### src/hdl/xrr_pkg.sv
// Shared types and constants for the ranged xorwow generator.
// No dependencies; every other file in hdl/ imports this package.
package xrr_pkg;

    localparam int BOUND_WIDTH = 16;
    localparam int RAW_W       = 32;
    localparam int SEED_COUNT  = 5;
    localparam int CFG_IDX_W   = 3;
    localparam int SIZE_W      = BOUND_WIDTH + 1;
    localparam int CNT_W       = $clog2(RAW_W);
    localparam int QUEUE_DEPTH = 2;
    localparam int QPTR_W      = $clog2(QUEUE_DEPTH);
    localparam int QCNT_W      = $clog2(QUEUE_DEPTH + 1);

    localparam logic [RAW_W-1:0] WEYL_STEP = 32'd362437;

    localparam logic [RAW_W-1:0] SEED_RESET [SEED_COUNT] = '{
        32'd123456789, 32'd362436069, 32'd521288629, 32'd88675123, 32'd5783321
    };

    typedef enum logic {
        FUNC_DRAW   = 1'b0,
        FUNC_RELOAD = 1'b1
    } func_t;

    typedef struct packed {
        func_t                  func;
        logic [BOUND_WIDTH-1:0] lower;
        logic [BOUND_WIDTH-1:0] upper;
    } in_word_t;

    typedef struct packed {
        logic [BOUND_WIDTH-1:0] value;
        logic [RAW_W-1:0]       raw_word;
        logic                   range_error;
    } out_word_t;

    // One classified job handed from the front end to the reduction unit.
    typedef struct packed {
        logic                   bypass;
        logic                   err;
        logic [RAW_W-1:0]       raw;
        logic [BOUND_WIDTH-1:0] lower;
        logic [SIZE_W-1:0]      size;
    } job_t;

    typedef struct packed {
        logic full;
        logic empty;
    } qstat_t;

    typedef enum logic [1:0] {
        BK_IDLE,
        BK_DIV,
        BK_DONE
    } back_state_t;

endpackage

### src/hdl/xorwow_ranged_random_core.sv
// Top level of the ranged xorwow generator: front end, job queue, reduction unit.
// Depends on xrr_pkg, xrr_front, xrr_queue and xrr_back.
//
//   port group   direction  handshake            word
//   req          in         req_valid/req_stall  in_word_t (func, lower, upper)
//   rsp          out        rsp_valid/rsp_stall  out_word_t (value, raw_word, range_error)
//   cfg          in         cfg_we               seed register index and data
//
// A draw goes from queue head to result through a load, 32 steps of the bit-serial
// modulo unit and a result state; a reload or a range error skips the modulo steps.
// The generator state advances when the word is accepted; the queue holds two jobs.
// rsp_stall holds the result and the reduction unit; req_stall rises only when the
// queue is full. Reset loads the seed reset values and clears the Weyl counter.
module xorwow_ranged_random_core
    import xrr_pkg::*;
(
    input  logic                 clk,
    input  logic                 rst_n,
    input  logic                 req_valid,
    output logic                 req_stall,
    input  in_word_t             req,
    output logic                 rsp_valid,
    input  logic                 rsp_stall,
    output out_word_t            rsp,
    input  logic                 cfg_we,
    input  logic [CFG_IDX_W-1:0] cfg_index,
    input  logic [RAW_W-1:0]     cfg_data
);

    logic   push;
    logic   pop;
    job_t   push_job;
    job_t   head;
    qstat_t qstat;

    xrr_front u_front (
        .clk       (clk),
        .rst_n     (rst_n),
        .req_valid (req_valid),
        .req_stall (req_stall),
        .req       (req),
        .cfg_we    (cfg_we),
        .cfg_index (cfg_index),
        .cfg_data  (cfg_data),
        .qstat     (qstat),
        .push      (push),
        .job       (push_job)
    );

    xrr_queue u_queue (
        .clk      (clk),
        .rst_n    (rst_n),
        .push     (push),
        .push_job (push_job),
        .pop      (pop),
        .head     (head),
        .qstat    (qstat)
    );

    xrr_back u_back (
        .clk       (clk),
        .rst_n     (rst_n),
        .head      (head),
        .qstat     (qstat),
        .pop       (pop),
        .rsp_valid (rsp_valid),
        .rsp_stall (rsp_stall),
        .rsp       (rsp)
    );

    a_no_overflow: assert property (@(posedge clk) disable iff (!rst_n)
        push |-> !qstat.full)
        else $error("job pushed into a full queue");

    a_no_underflow: assert property (@(posedge clk) disable iff (!rst_n)
        pop |-> !qstat.empty)
        else $error("job popped from an empty queue");

    a_pop_after_delivery: assert property (@(posedge clk) disable iff (!rst_n)
        pop |-> !rsp_valid)
        else $error("new job taken while a result is pending");

    a_error_job_bypass: assert property (@(posedge clk) disable iff (!rst_n)
        push && push_job.err |-> push_job.bypass)
        else $error("range error job sent to the modulo unit");

endmodule

### src/hdl/xrr_front.sv
// Front end: seed registers, xorwow state and Weyl counter, job classification.
// Depends on xrr_pkg.
module xrr_front
    import xrr_pkg::*;
(
    input  logic                 clk,
    input  logic                 rst_n,
    input  logic                 req_valid,
    output logic                 req_stall,
    input  in_word_t             req,
    input  logic                 cfg_we,
    input  logic [CFG_IDX_W-1:0] cfg_index,
    input  logic [RAW_W-1:0]     cfg_data,
    input  qstat_t               qstat,
    output logic                 push,
    output job_t                 job
);

    logic [RAW_W-1:0] seed_reg  [SEED_COUNT];
    logic [RAW_W-1:0] shift_reg [SEED_COUNT];
    logic [RAW_W-1:0] weyl_reg;
    logic [RAW_W-1:0] weyl_next;
    logic [RAW_W-1:0] mix_t;
    logic [RAW_W-1:0] mix_s;
    logic [RAW_W-1:0] mixed;
    logic [RAW_W-1:0] raw;
    logic             is_reload;
    logic             bad_range;

    assign req_stall = qstat.full;
    assign push      = req_valid && !qstat.full;
    assign is_reload = (req.func == FUNC_RELOAD);
    assign bad_range = (req.upper < req.lower);

    always_comb
    begin
        mix_t     = shift_reg[4];
        mix_s     = shift_reg[0];
        mix_t     = mix_t ^ (mix_t >> 2);
        mix_t     = mix_t ^ (mix_t << 1);
        mixed     = mix_t ^ mix_s ^ (mix_s << 4);
        weyl_next = weyl_reg + WEYL_STEP;
        raw       = mixed + weyl_next;
    end

    always_comb
    begin
        job.bypass = is_reload || bad_range;
        job.err    = !is_reload && bad_range;
        job.raw    = is_reload ? '0 : raw;
        job.lower  = req.lower;
        job.size   = {1'b0, req.upper} - {1'b0, req.lower} + SIZE_W'(1);
    end

    // Seed registers: indexes past the last seed are dropped.
    always_ff @(posedge clk or negedge rst_n)
    begin
        if (!rst_n)
        begin
            for (int i = 0; i < SEED_COUNT; i++)
                seed_reg[i] <= SEED_RESET[i];
        end
        else if (cfg_we)
        begin
            for (int i = 0; i < SEED_COUNT; i++)
                if (cfg_index == CFG_IDX_W'(i))
                    seed_reg[i] <= cfg_data;
        end
    end

    always_ff @(posedge clk or negedge rst_n)
    begin
        if (!rst_n)
        begin
            for (int i = 0; i < SEED_COUNT; i++)
                shift_reg[i] <= SEED_RESET[i];
            weyl_reg <= '0;
        end
        else if (push)
        begin
            if (is_reload)
            begin
                for (int i = 0; i < SEED_COUNT; i++)
                    shift_reg[i] <= seed_reg[i];
                weyl_reg <= '0;
            end
            else
            begin
                // advance the ring, mixed word enters at the head
                shift_reg[4] <= shift_reg[3];
                shift_reg[3] <= shift_reg[2];
                shift_reg[2] <= shift_reg[1];
                shift_reg[1] <= shift_reg[0];
                shift_reg[0] <= mixed;
                weyl_reg     <= weyl_next;
            end
        end
    end

endmodule

### src/hdl/xrr_queue.sv
// Short job queue between the front end and the reduction unit.
// Depends on xrr_pkg.
module xrr_queue
    import xrr_pkg::*;
(
    input  logic   clk,
    input  logic   rst_n,
    input  logic   push,
    input  job_t   push_job,
    input  logic   pop,
    output job_t   head,
    output qstat_t qstat
);

    job_t              mem [QUEUE_DEPTH];
    logic [QPTR_W-1:0] wr_ptr_reg;
    logic [QPTR_W-1:0] rd_ptr_reg;
    logic [QCNT_W-1:0] count_reg;

    assign head        = mem[rd_ptr_reg];
    assign qstat.full  = (count_reg == QCNT_W'(QUEUE_DEPTH));
    assign qstat.empty = (count_reg == '0);

    always_ff @(posedge clk)
    begin
        if (push)
            mem[wr_ptr_reg] <= push_job;
    end

    always_ff @(posedge clk or negedge rst_n)
    begin
        if (!rst_n)
        begin
            wr_ptr_reg <= '0;
            rd_ptr_reg <= '0;
            count_reg  <= '0;
        end
        else
        begin
            if (push)
                wr_ptr_reg <= (wr_ptr_reg == QPTR_W'(QUEUE_DEPTH - 1)) ? '0 : wr_ptr_reg + 1'b1;
            if (pop)
                rd_ptr_reg <= (rd_ptr_reg == QPTR_W'(QUEUE_DEPTH - 1)) ? '0 : rd_ptr_reg + 1'b1;
            if (push && !pop)
                count_reg <= count_reg + 1'b1;
            else if (pop && !push)
                count_reg <= count_reg - 1'b1;
        end
    end

endmodule

### src/hdl/xrr_back.sv
// Back end: bit-serial modulo of the raw word by the range size, result register.
// Depends on xrr_pkg.
module xrr_back
    import xrr_pkg::*;
(
    input  logic      clk,
    input  logic      rst_n,
    input  job_t      head,
    input  qstat_t    qstat,
    output logic      pop,
    output logic      rsp_valid,
    input  logic      rsp_stall,
    output out_word_t rsp
);

    back_state_t            state_reg;
    back_state_t            state_next;
    logic [CNT_W-1:0]       cnt_reg;
    logic [RAW_W-1:0]       dividend_reg;
    logic [BOUND_WIDTH-1:0] rem_reg;
    logic [BOUND_WIDTH-1:0] rem_next;
    logic [SIZE_W-1:0]      size_reg;
    logic [BOUND_WIDTH-1:0] lower_reg;
    logic [RAW_W-1:0]       raw_reg;
    logic                   err_reg;
    logic [SIZE_W-1:0]      trial;
    logic                   last_step;
    logic                   step;

    assign last_step = (cnt_reg == CNT_W'(RAW_W - 1));

    // Restoring step: remainder stays below size, so trial stays below twice size.
    always_comb
    begin
        trial = {rem_reg, dividend_reg[RAW_W-1]};
        if (trial >= size_reg)
            rem_next = BOUND_WIDTH'(trial - size_reg);
        else
            rem_next = trial[BOUND_WIDTH-1:0];
    end

    always_comb
    begin
        state_next = state_reg;
        case (state_reg)
            BK_IDLE:
            begin
                if (!qstat.empty)
                    state_next = head.bypass ? BK_DONE : BK_DIV;
            end
            BK_DIV:
            begin
                if (last_step)
                    state_next = BK_DONE;
            end
            BK_DONE:
            begin
                if (!rsp_stall)
                    state_next = BK_IDLE;
            end
            default:
                state_next = BK_IDLE;
        endcase
    end

    always_comb
    begin
        pop       = 1'b0;
        step      = 1'b0;
        rsp_valid = 1'b0;
        case (state_reg)
            BK_IDLE: pop       = !qstat.empty;
            BK_DIV:  step      = 1'b1;
            BK_DONE: rsp_valid = 1'b1;
            default:
            begin
                pop       = 1'b0;
                step      = 1'b0;
                rsp_valid = 1'b0;
            end
        endcase
    end

    assign rsp.value       = lower_reg + rem_reg;
    assign rsp.raw_word    = raw_reg;
    assign rsp.range_error = err_reg;

    always_ff @(posedge clk or negedge rst_n)
    begin
        if (!rst_n)
            state_reg <= BK_IDLE;
        else
            state_reg <= state_next;
    end

    always_ff @(posedge clk)
    begin
        if (pop)
        begin
            dividend_reg <= head.raw;
            raw_reg      <= head.raw;
            lower_reg    <= head.lower;
            size_reg     <= head.size;
            err_reg      <= head.err;
            rem_reg      <= '0;
            cnt_reg      <= '0;
        end
        else if (step)
        begin
            dividend_reg <= dividend_reg << 1;
            rem_reg      <= rem_next;
            cnt_reg      <= cnt_reg + 1'b1;
        end
    end

endmodule
### config.mk
export PLATFORM = sky130hd
export DESIGN_NAME = xorwow_ranged_random_core
export DESIGN_NICKNAME = d
export VERILOG_FILES = /design/src/hdl/xrr_pkg.sv /design/src/hdl/xorwow_ranged_random_core.sv /design/src/hdl/xrr_front.sv /design/src/hdl/xrr_queue.sv /design/src/hdl/xrr_back.sv
export SDC_FILE = /design/constraint.sdc
export NUM_CORES = 1
export LEC_CHECK = 0
export BUFFER_PORTS_ARGS = -buffer_cell sky130_fd_sc_hd__buf_2
export CORE_ASPECT_RATIO = 0.5
export CORE_MARGIN = 2
export CORE_UTILIZATION = 44
export DETAILED_ROUTE_END_ITERATION = 10
export PLACE_DENSITY = 0.6
export SYNTH_ARGS = -nofsm -noshare
export SYNTH_HDL_FRONTEND = slang
export SYNTH_HIERARCHICAL = 1
export SYNTH_SLANG_ARGS = --single-unit
### constraint.sdc
create_clock -name clk -period 15.6 [get_ports clk]
set_input_delay 0 -clock clk [delete_from_list [all_inputs] [get_ports clk]]
set_output_delay 0 -clock clk [all_outputs]
set_load 0.02 [all_outputs]
After elaboration in Yosys (flattened, before gate mapping)

Memories as Yosys holds them, arrays and structs flattened.
Cells that the tools add are included.

Bits in registers: 477
Bits in writable memories: 134
Output and inout bits: 51
Word-level logic and storage cells: 92
Memories kept: 1

Memories:

| name        | words | bits a word | read ports | clocked after memory_dff | write ports | line            | RTL |
|---|---|---|---|---|---|---|---|
| u_queue.mem | 2     | 67          | 1          | 0                        | 1           | xrr_queue.sv:15 | `job_t mem [QUEUE_DEPTH];` |

Add/subtract/negate cells: 11
$lt $le $gt $ge: 2
Eq/ne operators: 11
Multiplexer cells: 20
Bitwise logic cells: 4
Reduce and logical (&&, ||, !) cells: 21

Operators by type and width:

| operator                                            | count |
|---|---|
| 2-to-1 mux 160 bit                                  | 1 |
| 2-to-1 mux 32 bit                                   | 4 |
| XOR 32 bit                                          | 3 |
| adder 32 x 19 -> 32 bit, second input constant      | 1 |
| adder 32 bit                                        | 1 |
| XOR 32 x 30 -> 32 bit                               | 1 |
| adder 17 x 1 -> 17 bit, second input constant       | 1 |
| >= comparator 17 bit                                | 1 |
| subtractor 16 x 16 -> 17 bit                        | 1 |
| adder 16 bit                                        | 1 |
| less-than comparator 16 bit                         | 1 |
| 2-to-1 mux 16 bit                                   | 1 |
| subtractor 16 bit                                   | 1 |
| 2-to-1 mux 2 bit                                    | 6 |
| AND reduction 2 bit                                 | 5 |
| 2-to-1 mux 1 bit                                    | 7 |
| equality test 3 x 2 -> 1 bit, second input constant | 2 |
| case mux 2 bit (3 select lines)                     | 1 |
| adder 5 x 1 -> 5 bit, second input constant         | 1 |
| equality test 5 bit, second input constant          | 1 |
| logical NOT 1 bit                                   | 5 |
| equality test 2 bit, second input constant          | 2 |
| logical AND 1 bit                                   | 4 |
| logical NOT 2 bit                                   | 2 |
| other kinds (12)                                    | 15 |

Depth between registers and ports, before layout

Depth after elaboration: 7
Mapped depth: 18
Mapped depth without buffers: 16

Hierarchy

The synthesis kept the hierarchy.

By module, submodules not included:

| module    | instances | cells an instance | area an instance (um^2) | seq. area each (um^2) |
|---|---|---|---|---|
| xrr_front | 1         | 1841              | 19630.1                 | 8991.1 |
| xrr_back  | 1         | 491               | 5973.2                  | 3413.3 |
| xrr_queue | 1         | 225               | 5112.4                  | 4124.0 |

Least setup slack after synthesis

OpenSTA, ideal clock, no wires.

Path kind: register to register
Start: register u_queue.count_reg[1]
End: memory u_queue/mem[0][0] (netlist name), enable pin
Library setup time: 500 ps
Data arrival time: 4623 ps
Required time: 15100 ps
Path slack: 10476 ps
Cell stages (with the launch flop): 9
Buffers on the path: 4
Clock period less this slack: 5124 ps
Path through: dfrtp_1 -> nor2b_1 -> nand2b_1 -> clkbuf_1 -> buf_2 -> clkbuf_1 -> inv_1 -> clkbuf_1 -> nor2b_1

RTL lines:

| what                   | line            | RTL |
|---|---|---|
| start, declared        | xrr_queue.sv:18 | `logic [QCNT_W-1:0] count_reg;` |
| start signal, assigned | xrr_queue.sv:45 | `count_reg <= count_reg + 1'b1;` |
| start signal, assigned | xrr_queue.sv:47 | `count_reg <= count_reg - 1'b1;` |
| end, declared          | xrr_queue.sv:15 |  |

==> reports/metrics.cfg <==
[run_status]
status = finished clean

[sta]
hold_viol_final = 0
slew_headroom_pct = 27.2
maxSlewViolCount = 0
tightestPinTransition_ns = 1.09
tns_ns = 0
grt_setup_unrepaired = false
setup_violations = 0
period_needed_ns = 4.10
period_share_pct = 26.3
fin_skew_ns = 0.0384
fmax_mhz = 244

[floorplan]
fp.dieH_um = 191
rows = 68
start_util_pct = 44.5
io_pins = 124
die_x_um = 378
core_mm2 = 0.0690
die-area_mm2 = 0.0721

[worst_setup_path]
cp.required_ns = 15.95
endpoint_kind = flop
start_kind = flop
critPathTopFamily = compound AO/OA/AOI/OAI gates
cp_common_cell = a21o_1
arrival_ns = 4.45
max_stage_delay_ns = 0.41
crit_chain = ha_1 > o2111ai_4 > a311oi_1 > o31ai_2 > nand2b_2 > nand4_1 > xnor2_1 > ha_1 > a21o_1 > a21o_1 > a21o_1 > nand3_1 > nand2_1 > or3_1 > o22ai_2 > mux2_4
crit_type = flop to flop
cp_slowest_cell = dfrtp_1
crit_fanout = 8
worst-path-buf-inv = 0

[cells_and_area]
layout_common_cells = nand2_1, mux2_2, edfxtp_1, o21ai_0, dfrtp_1
final_common_cell = nand2_1
antenna_cells = 0
drive_above_1_share_pct = 25.2
nNetsFinal = 2856
syn_to_final_growth_pct = 12.3
largest_register_ffs = 160

[cts]
postCtsSetupBuffers = 0
cts-hold-fix-buffers = 56
clk_latency_ns = 0.63
post_cts_resized = 0
root_buffer = clkbuf_16
clockBufferDepth = 3
cts.sinks = 611
clk_pin_slew_worst_paths_ns = 0.06
cts_tree = yes
cts_inserted_buffers = 56
cts_max_level = 2

[synth]
yosysWarnings = 6
synth_nets = 2741
netlist_instances = 2557
synth-async-reset-ratio_pct = 58.6
synth_area_mm2 = 0.0307
ys_seq_elements = 611
ys_seq_area_share_pct = 53.8
synth.distinct_cells = 90
synth_edf_count = 232
synthFlopType = edfxtp_1
synth.avg_cell_area_um2 = 12.0

[global_route]
grt_pass1_vias = 18537
antenna_found_initial = 0
grt_first_pass_wirelength_mm = 102
grt_max_degree = 160
grtUsageTotal_pct = 17.8
grt-ovfl-total = 0

[routing]
vias = 18790
wl_per_cell_um = 17.3
drt_pass1_iterations = 5
vias_per_cell = 5.13
drt_drc_violations_left = 0
antenna_left = 0
drtIter0Drc = 1309
drt-total-wl_mm = 63.4

[hold_path]
hold_class = primary input to flop

[run]
max-cap-violations = 0

[placed_design]
dpl.hpwl_mm = 41.9
place.gp.congestion = 0.836
port_buffers = 123

-- metal layers --
layer  wire [µm]  part of all wire [%]  vias up  track usage, %
met2       29200                    46      192            28.6
met4        1110                   1.7        0            4.15
met3        1790                   2.8       71            2.53
met1       31300                    49     9236            25.6
met5           0                     0        -               0
li1            -                     -     9291               -
-- through the flow --
stage	utilization (%)	instances	hold slack [ns]	instance area (µm²)	setup slack [ns]
final	50.0	3664	0.0612	34500	11.50
after global routing	50.0	3664	0.0524	34500	11.17
after CTS	50.0	3664	0.00941	34500	11.47
after detailed placement	46.4	3503	0.213	32000	11.50
after global placement	46.4	3503	0.208	32000	11.51
after floorplan	-	2557	-0.296	30700	10.48
-- synthesized netlist by cell type (7+ instances only) --
| cell | n | area share, % |
|---|---|---|
| dfxtp_1 | 21 | 1.4 |
| o21bai_1 | 14 | 0.34 |
| inv_1 | 88 | 1.1 |
| dfstp_2 | 146 | 12 |
| o21a_1 | 11 | 0.27 |
| nand4_1 | 20 | 0.41 |
| nor2b_1 | 17 | 0.35 |
| dfrtp_1 | 212 | 17 |
| nor3_1 | 28 | 0.46 |
| a21oi_1 | 77 | 1.3 |
| xnor2_1 | 143 | 4.1 |
| a31oi_1 | 12 | 0.24 |
| o211ai_1 | 17 | 0.42 |
| o21ai_0 | 211 | 3.4 |
| mux2i_1 | 170 | 5.5 |
| nand3_1 | 24 | 0.39 |
| buf_4 | 19 | 0.46 |
| a21o_1 | 27 | 0.66 |
| edfxtp_1 | 232 | 23 |
| mux2_4 | 21 | 1.0 |
| buf_6 | 7 | 0.26 |
| nand2_1 | 270 | 3.3 |
| and3_1 | 9 | 0.18 |
| mux2_2 | 239 | 8.8 |
| nor2_1 | 100 | 1.2 |
| ha_1 | 100 | 4.1 |
| a211oi_1 | 9 | 0.22 |
| nand2b_1 | 16 | 0.33 |
| clkbuf_1 | 90 | 1.1 |
| buf_2 | 10 | 0.16 |
| xor2_1 | 69 | 2.0 |
| fa_1 | 11 | 0.72 |
| buf_1 | 7 | 0.086 |
-- area by class of cell --
type,instances,area (µm²)
fillers,6181,34500
flip-flops and latches,611,16500
multi-input cells,1718,13200
clock buffers,85,1650
repair buffers,197,1360
well taps,945,1180
inverters,88,330
clock inverters,20,245
-- worst min-delay path: stages --
cell	delay (ns)
buf_2	0.11
inv_1	0.07
fa_1	0.22
xor2_1	0.09
-- logic make-up after synthesis --
| kind of cell | share of synthesized area [%] |
|---|---|
| flip-flops | 53.8 |
| AND/OR/NAND/NOR | 7.48 |
| AO/OA/AOI/OAI | 9.14 |
| multiplexers | 15.3 |
| buffers and inverters | 3.41 |
| XOR/XNOR | 6.05 |
| adder cells (fa/ha/maj) | 4.79 |
-- worst paths after layout --
kind,from,to,slack [ns],depth (start not counted)
min reg2reg,u_front/shift_reg[64]$_DFFE_PN1P_,u_front/shift_reg[64]$_DFFE_PN1P_,0.48,2
min,req[3],u_queue/mem[1][3]$_DFFE_PP_,0.06,4
max,u_front/weyl_reg[0]$_DFFE_PN0P_,u_queue/mem[0][62]$_DFFE_PP_,11.50,16
max in group asynchronous,rst_n,u_queue/rd_ptr_reg$_DFFE_PN0P_,13.87,3
min in group asynchronous,rst_n,u_front/seed_reg[87]$_DFFE_PN0P_,0.10,2
max reg2reg,u_front/weyl_reg[0]$_DFFE_PN0P_,u_queue/mem[0][62]$_DFFE_PP_,11.50,16
Power is left out: the tool's default activity adds up to more than one toggle a clock period on the data nets, which glitch-free logic cannot reach.
